## config.mk

```make
export PLATFORM = sky130hd
export DESIGN_NAME = snz_grad
export DESIGN_NICKNAME = d
export VERILOG_FILES = /design/src/rtl/snz_pkg.sv /design/src/rtl/snz_grad.sv
export SDC_FILE = /design/constraint.sdc
export NUM_CORES = 1
export LEC_CHECK = 0
export ABC_CLOCK_PERIOD_IN_PS = 13100
export BUFFER_PORTS_ARGS = -buffer_cell sky130_fd_sc_hd__buf_2
export CAP_MARGIN = 20
export CORE_MARGIN = 4
export CORE_UTILIZATION = 45
export DETAILED_ROUTE_END_ITERATION = 16
export SLEW_MARGIN = 0
export SYNTH_ARGS = -nofsm -noshare
export SYNTH_HDL_FRONTEND = slang
export SYNTH_SLANG_ARGS = --single-unit
```

## constraint.sdc

```tcl
create_clock -name clk -period 13.1 [get_ports clk]
set_clock_uncertainty 0.05 [all_clocks]
set_input_delay 1.965 -clock clk [delete_from_list [all_inputs] [get_ports clk]]
set_output_delay 1.965 -clock clk [all_outputs]
set_load 0.005 [all_outputs]
```

## src/rtl/snz_pkg.sv

```systemverilog
package snz_pkg;

  localparam int FRAC_BITS_DEF = 16;
  localparam int NOISE_W = 22;
  localparam int GRAD_W = 23;
  localparam int TERM_W = 29;

  localparam logic [30:0] K1_Q32 = 31'd1572067140;
  localparam logic [29:0] K2_Q32 = 30'd907633384;

  function automatic logic [4:0] lzc32(input logic [31:0] v);
    logic [4:0] lz;
    lz = 5'd31;
    for (int i = 0; i < 32; i++) begin
      if (v[i]) begin
        lz = 5'(31 - i);
      end
    end
    return lz;
  endfunction

  function automatic logic [31:0] hash_lo(input logic [31:0] x);
    logic [31:0] a;
    logic [31:0] b;
    a = x + (x << 10);
    b = a ^ (a >> 6);
    return b + (b << 3);
  endfunction

  function automatic logic [31:0] hash_hi(input logic [31:0] x);
    logic [31:0] a;
    a = x ^ (x >> 11);
    return a + (a << 15);
  endfunction

endpackage

```

## src/rtl/snz_grad.sv

```systemverilog
module snz_grad #(
  parameter int CW = 18
) (
  input  logic                        clk,
  input  logic                        en,
  input  logic signed [CW-1:0]        coord,
  output logic [snz_pkg::GRAD_W-1:0]  grad
);
  import snz_pkg::*;

  logic [31:0] mag1_r;
  logic        neg1_r;
  logic [31:0] mag2_r;
  logic        neg2_r;
  logic [4:0]  lz2_r;
  logic [31:0] fbits3_r;
  logic [31:0] hl4_r;
  logic [GRAD_W-1:0] grad_r;

  logic [31:0] cext;
  logic [31:0] norm;
  logic [7:0]  expo;
  logic [31:0] hfull;

  assign cext = 32'(coord);
  assign norm = mag2_r << lz2_r;
  assign expo = 8'd158 - {3'b000, lz2_r};
  assign hfull = hash_hi(hl4_r);

  always_ff @(posedge clk) begin
    if (en) begin
      neg1_r   <= coord[CW-1];
      mag1_r   <= coord[CW-1] ? (32'd0 - cext) : cext;
      neg2_r   <= neg1_r;
      mag2_r   <= mag1_r;
      lz2_r    <= lzc32(mag1_r);
      fbits3_r <= (mag2_r == 32'd0) ? 32'd0 : {neg2_r, expo, norm[30:8]};
      hl4_r    <= hash_lo(fbits3_r);
      grad_r   <= hfull[GRAD_W-1:0];
    end
  end

  assign grad = grad_r;

endmodule

```

==> flow_summary.yaml, run 1 <==
finish:
  final_cell_mix: "132 x edfxtp_1, 75 x a21oi_1, 62 x nand2_1"
  layout-drive-gt1-share_pct: 12.0
  final_common_cell: "edfxtp_1"
  areaGrowthSynthToFinish_pct: 12.0
  final_nets: 978
  diodes: 0
  final_area_um2: 10100
  fillerInstances: 1792
route:
  drtIter0Drc: 428
  drc: 0
  dr.pass1.iters: 5
  wl_per_cell_um: 17.1
  antenna_left: 0
  vias_per_cell: 5.55
  routed_wl_um: 20100
  vias: 6520
synth:
  synth_top_cell_area_share_pct: 43.9
  ys_ff_latch: 132
  synth_flop_cell: "edfxtp_1"
  synth_fa_ha_area_share_pct: 8.71
  synth_mux_area_share_pct: 4.39
  postSynthCellCount: 859
  syn-cell-area_um2: 9030
  ys_top_cells_by_area: "edfxtp_1 44%, ha_1 8.0%, xor2_1 5.7%"
  synth-simple-area-share_pct: 12.8
  synth_compound_area_share_pct: 16.3
  yosysSeqAreaShare_pct: 43.9
  async_reset_ff_share_pct: 0
  synth_enable_flop_cells: 132
  synth.distinct_cells: 77
  synth_fp_nets: 940
  yosys.area.top_type: "edfxtp_1"
  synthXorXnorAreaFrac_pct: 11.5
  yosys_warnings: 0
  synth_top_family_by_area: "compound AO/OA/AOI/OAI gates"
  avgSynthCellArea_um2: 10.5
global_route:
  antenna_found_initial: 0
  grt_usage_pct: 18.5
  grt_max_degree: 77
  grt_pass1_wl_um: 32300
  grt_pass1_vias: 6359
  overflow: 0
die:
  die_h_um: 150
  pin_count: 43
  die_w_um: 150
  coreArea_um2: 19600
  initial_core_util_pct: 46.1
  rows: 51
  fp.dieArea_um2: 22400
clock_network:
  cts_buffer_depth: 2
  cts_hold_buf: 0
  path_clk_slew_ns: 0.07
  cts.root.buffer_cell: "clkbuf_16"
  numCtsBuffers: 17
  cts_sinks: 132
  htree_levels: 4
  cts_setup_buffers: 0
  insertion_delay_ns: 0.42
  cts_tree: "yes"
  post_cts_resized: 0
worst_setup_path:
  critPathKind: "register to register"
  slowest_stage: "edfxtp_1"
  crit_buf_inv: 0
  cp_data_required_time_ns: 13.21
  cp.arrival_ns: 5.30
  crit_family: "compound AO/OA/AOI/OAI gates"
  path_cells: "ha_1 -> a21oi_1 -> o211ai_2 -> and3_1 -> or2_1 -> a21o_1 -> a21oi_1 -> xnor2_1 -> xor2_1 -> ha_1 -> and4_1 -> nand2_1 -> a21oi_1 -> o22a_1 -> nand3_1 -> o2bb2a_2 -> a32o_2 -> o21ai_1 -> mux2i_1 -> o221ai_1"
  max_stage_delay_ns: 0.43
  start_kind: "register"
  worstPathMaxFanout: 6
  crit_path_frequent_cell: "a21oi_1"
  endpoint_kind: "register"
power:
  peakVddDrop_mv: 0.111
  p_leak_nw: 3.97
  p_per_area_nw_per_um2: 269
place:
  numPortBuffers: 42
  gp_congestion: 0.893
  place_area_um2: 9500
  dp.final_hpwl_um: 15500
sta:
  holdWs_ns: 0.371
  setup_viol: 0
  finalCriticalPeriod_ns: 5.18
  slew_headroom_pct: 34.0
  slew_violations: 0
  tightest_slew_ns: 0.989
  hold_viol: 0
  rsz0062_at_grt: "no"
  maxClockFrequency_mhz: 193
  setup_tns_ns: 0
  final.period_utilization_pct: 39.6
status:
  outcome: "complete, no violations"
run:
  cap_violations: 0
worst_hold_path:
  hold_class: "register to register"
==> kinds of logic after synthesis <==
family	Yosys count
DFF	132
other	1
AOI/OAI and AO/OA	225
buffers and inverters	56
muxes	35
adders and majority gates	61
xor gates and xnor gates	113
and+or+nand+nor	236
==> flip-flops by register name, indices dropped and copies added, names as in the netlist <==
register	cells
mag2_r	19
fbits3_r	32
neg2_r	1
hl4_r	32
grad	23
lz2_r	5
neg1_r	1
mag1_r	19
==> final cells by class <==
type	instances	area, um2	area share, %
Sequential cell	132	3960	39.2
Multi-Input combinational cell	671	4860	48.1
Clock buffer	17	425	4.21
Inverter	28	105	1.04
Clock inverter	15	154	1.52
Timing Repair Buffer	47	270	2.67
Tap cell	265	332	3.28
==> power breakdown <==
group          switching [mW]  internal [mW]
logic                   0.830          0.657
clock network           0.212          0.255
registers              0.0698          0.696
==> stage by stage <==
step                      total power, mW  std cells  setup WS (ns)  utilization [%]
after detailed placement             2.26       1142           7.93             48.5
after global placement               2.26       1142           8.00             48.5
after global routing                 2.95       1175           7.52             51.6
after CTS                            2.74       1174           7.92             51.4
final                                2.72       1175           7.92             51.6
after floorplan                      1.91        859           8.33                -
==> final timing paths <==
kind,start,to,slack [ns],cells after the start
min reg2reg,neg1_r,neg2_r,0.37,0
min,neg1_r,neg2_r,0.37,0
max reg2reg,fbits3_r[4],hl4_r[28],7.92,20
max,fbits3_r[4],hl4_r[28],7.92,20
==> metal layers <==
metal  vias to the layer above  routed length (um)  track usage (%)
li1                       3287                   -                -
met1                      3098                8950             23.2
met4                         0                 367             5.68
met3                        24                 648             3.00
met5                         -                   0                0
met2                       111               10100             32.6
==> synth_stat cells, types with 18 or more instances <==
| cell | number |
|---|---|
| nor2_1 | 61 |
| xnor2_1 | 50 |
| o21ai_0 | 40 |
| xor2_1 | 59 |
| edfxtp_1 | 132 |
| nor3_1 | 18 |
| a21oi_1 | 75 |
| nand2_1 | 62 |
| inv_1 | 27 |
| mux2i_1 | 25 |
| clkbuf_1 | 21 |
| ha_1 | 58 |
Note: power is estimated with default switching activity, not from simulation.
==> inputs of run 2 (changes only) <==
- ABC_AREA: default -> 1
- ABC_CLOCK_PERIOD_IN_PS: 13100 -> 4900
- clock period: 13.1 -> 4.9 ns (I/O delays scaled with it)
==> run 2 against run 1 <==
  * Global-route usage rose by 0.71 points
  * Synthesized area rose by 3.7%
  * Utilization fell by 0.17 points
  * Final cell count rose by 25%
  * Sequential power rose to 2.6 times the previous value
  * Count of clock-buffer cells in the layout did not move
  * Worst setup slack got worse by 7.5 ns
  * Largest power group unchanged
  * Highest routed layer unchanged
==> flow_summary.yaml, run 2 <==
worst_setup_path:
  endpoint_kind: "register"
  crit_start: "fbits3_r[10]"
  cp-endpoint: "hl4_r[30]"
  path_cells: "ha_1 -> fa_1 -> nand3_1 -> nand3_2 -> nand3_1 -> nand3_2 -> a21oi_1 -> xnor2_1 -> xor2_1 -> ha_1 -> nand2_1 -> nor2_1 -> nand2_1 -> o311ai_0 -> nand3_1 -> nand2_2 -> nand2_1 -> nand2_2 -> nand2_2 -> nand3_1 -> nand2_1"
  crit_buf_inv: 0
  start_kind: "register"
  r2r_cells: 21
  cp.arrival_ns: 4.59
  max_stage_delay_ns: 0.59
  slowest_stage: "o311ai_0"
  critPathKind: "register to register"
  r2r_slack_ns: 0.44
  cp_data_required_time_ns: 5.03
  crit_family: "simple AND/OR/NAND/NOR gates"
  worstReg2RegEnd: "hl4_r[30]"
  worst-path-stages: 21
  rr_startpoint: "fbits3_r[10]"
  worstPathMaxFanout: 5
worst_hold_path:
  hold_class: "register to register"
finish:
  final_cells: 1463
  final_area_um2: 10500
  final_cell_mix: "307 x nand2_1, 134 x inv_1, 132 x edfxtp_1"
  diodes: 0
  final_common_cell: "nand2_1"
  final_nets: 1261
  fillerInstances: 1939
  fin_util_pct: 51.4
  areaGrowthSynthToFinish_pct: 11.9
  layout-drive-gt1-share_pct: 9.97
synth:
  yosys.area.top_type: "edfxtp_1"
  yosysSeqAreaShare_pct: 42.4
  postSynthCellCount: 1135
  ys_ff_latch: 132
  yosys_warnings: 0
  yosys.cell_count.top_type: "nand2_1"
  async_reset_ff_share_pct: 0
  ys_top_cells_by_area: "edfxtp_1 42%, nand2_1 12%, ha_1 7.8%"
  synth_fp_nets: 1216
  synth_enable_flop_cells: 132
  synth_mux_area_share_pct: 0.428
  synth_top_cell_area_share_pct: 42.4
  syn-cell-area_um2: 9360
  synth_fa_ha_area_share_pct: 8.40
  ys_top_cells_by_count: "307 x nand2_1, 134 x inv_1, 132 x edfxtp_1"
  synth_compound_area_share_pct: 10.8
  synth-simple-area-share_pct: 22.7
  synthXorXnorAreaFrac_pct: 9.08
  synth_top_family_by_area: "simple AND/OR/NAND/NOR gates"
  synth.distinct_cells: 41
  synth_flop_cell: "edfxtp_1"
  avgSynthCellArea_um2: 8.24
route:
  routed_wl_um: 22000
  vias_per_cell: 5.10
  drtIter0Drc: 341
  antenna_left: 0
  wl_per_cell_um: 15.0
  vias: 7459
  dr.pass1.iters: 5
  drc: 0
global_route:
  grtUsageMet1_pct: 24.4
  grt_pass1_vias: 7152
  overflow: 0
  antenna_found_initial: 0
  grt_max_degree: 133
  busiest_layer: "met2"
  grt_pass1_wl_um: 35900
  grt.met3_usage_pct: 2.84
  grt_usage_pct: 19.2
  use_met2_pct: 33.8
sta:
  tightest_slew_ns: 0.745
  setup_tns_ns: 0
  slew_violations: 0
  finalCriticalPeriod_ns: 4.46
  slew_headroom_pct: 50.3
  fin_ws_ns: 0.443
  holdWs_ns: 0.368
  final.period_utilization_pct: 91.0
  rsz0062_at_grt: "no"
  setup_viol: 0
  maxClockFrequency_mhz: 224
  hold_viol: 0
clock_network:
  insertion_delay_ns: 0.42
  cts.root.buffer_cell: "clkbuf_16"
  post_cts_resized: 0
  cts_buffer_depth: 2
  cts_tree: "yes"
  cts_setup_buffers: 0
  cts_hold_buf: 0
  numCtsBuffers: 17
  cts_sinks: 132
  path_clk_slew_ns: 0.06
  htree_levels: 4
place:
  place_inst: 1431
  gp_congestion: 0.928
  numPortBuffers: 42
  place_area_um2: 9870
  dp_slack_ns: 0.470
  dp.final_hpwl_um: 17800
power:
  p_leak_nw: 4.78
  power_mw: 6.96
  peakVddDrop_mv: 0.297
  p_per_area_nw_per_um2: 665
die:
  pin_count: 43
  rows: 52
  fp.dieArea_um2: 23200
  die_w_um: 152
  coreArea_um2: 20400
  die_h_um: 152
  initial_core_util_pct: 45.9
status:
  outcome: "complete, no violations"
run:
  cap_violations: 0
-- run 2: where the power goes --
group / switching [mW] / internal [mW] / total [mW] / leakage (nW)
clock: 0.533 / 0.771 / 1.30 / 0.292
combinational: 2.30 / 1.37 / 3.66 / 3.19
sequential: 0.168 / 1.83 / 2.00 / 1.30
total: 3.00 / 3.97 / 6.96 / 4.78
-- run 2: worst min path at each step --
stage | from | to | slack [ns] | cells past startpoint
after floorplan | mag1_r[0] | mag2_r[0] | 0.35 | 0
after global placement | mag1_r[0] | mag2_r[0] | 0.35 | 0
after detailed placement | neg1_r | neg2_r | 0.36 | 0
after CTS | mag1_r[0] | mag2_r[0] | 0.37 | 0
after global routing | mag1_r[0] | mag2_r[0] | 0.39 | 0
final | mag1_r[0] | mag2_r[0] | 0.37 | 0
-- run 2: worst register-to-register path, delay by kind of cell, from the launching register on --
kind	cells	cell delay [ns]
AOI/OAI and AO/OA	2	0.77
and+or+nand+nor	14	1.39
DFF	1	0.45
adders and majority gates	3	1.13
xor gates and xnor gates	2	0.45
-- run 2: cell type report --
| type | count | area (um2) | area share (%) |
|---|---|---|---|
| sequential | 132 | 3960 | 37.9 |
| clock buffer | 17 | 425 | 4.06 |
| timing repair buffer | 44 | 240 | 2.29 |
| inverter | 138 | 518 | 4.95 |
| tap | 270 | 338 | 3.23 |
| multi-input combinational | 847 | 4810 | 45.9 |
| clock inverter | 15 | 179 | 1.71 |
-- run 2: per-layer routing --
layer	wire (um)	vias to the layer above	share of wire, %
met3	711	27	3.2
met5	0	-	0
met2	11000	132	50
met4	478	0	2.2
met1	9790	3398	44
li1	-	3902	-
-- run 2: kinds of logic after synthesis --
kind of cell	count (synthesis)
xor+xnor	97
flops	132
mux	4
fa+ha+maj	61
buf+inv	156
compound gates	187
simple gates	497
other cells	1
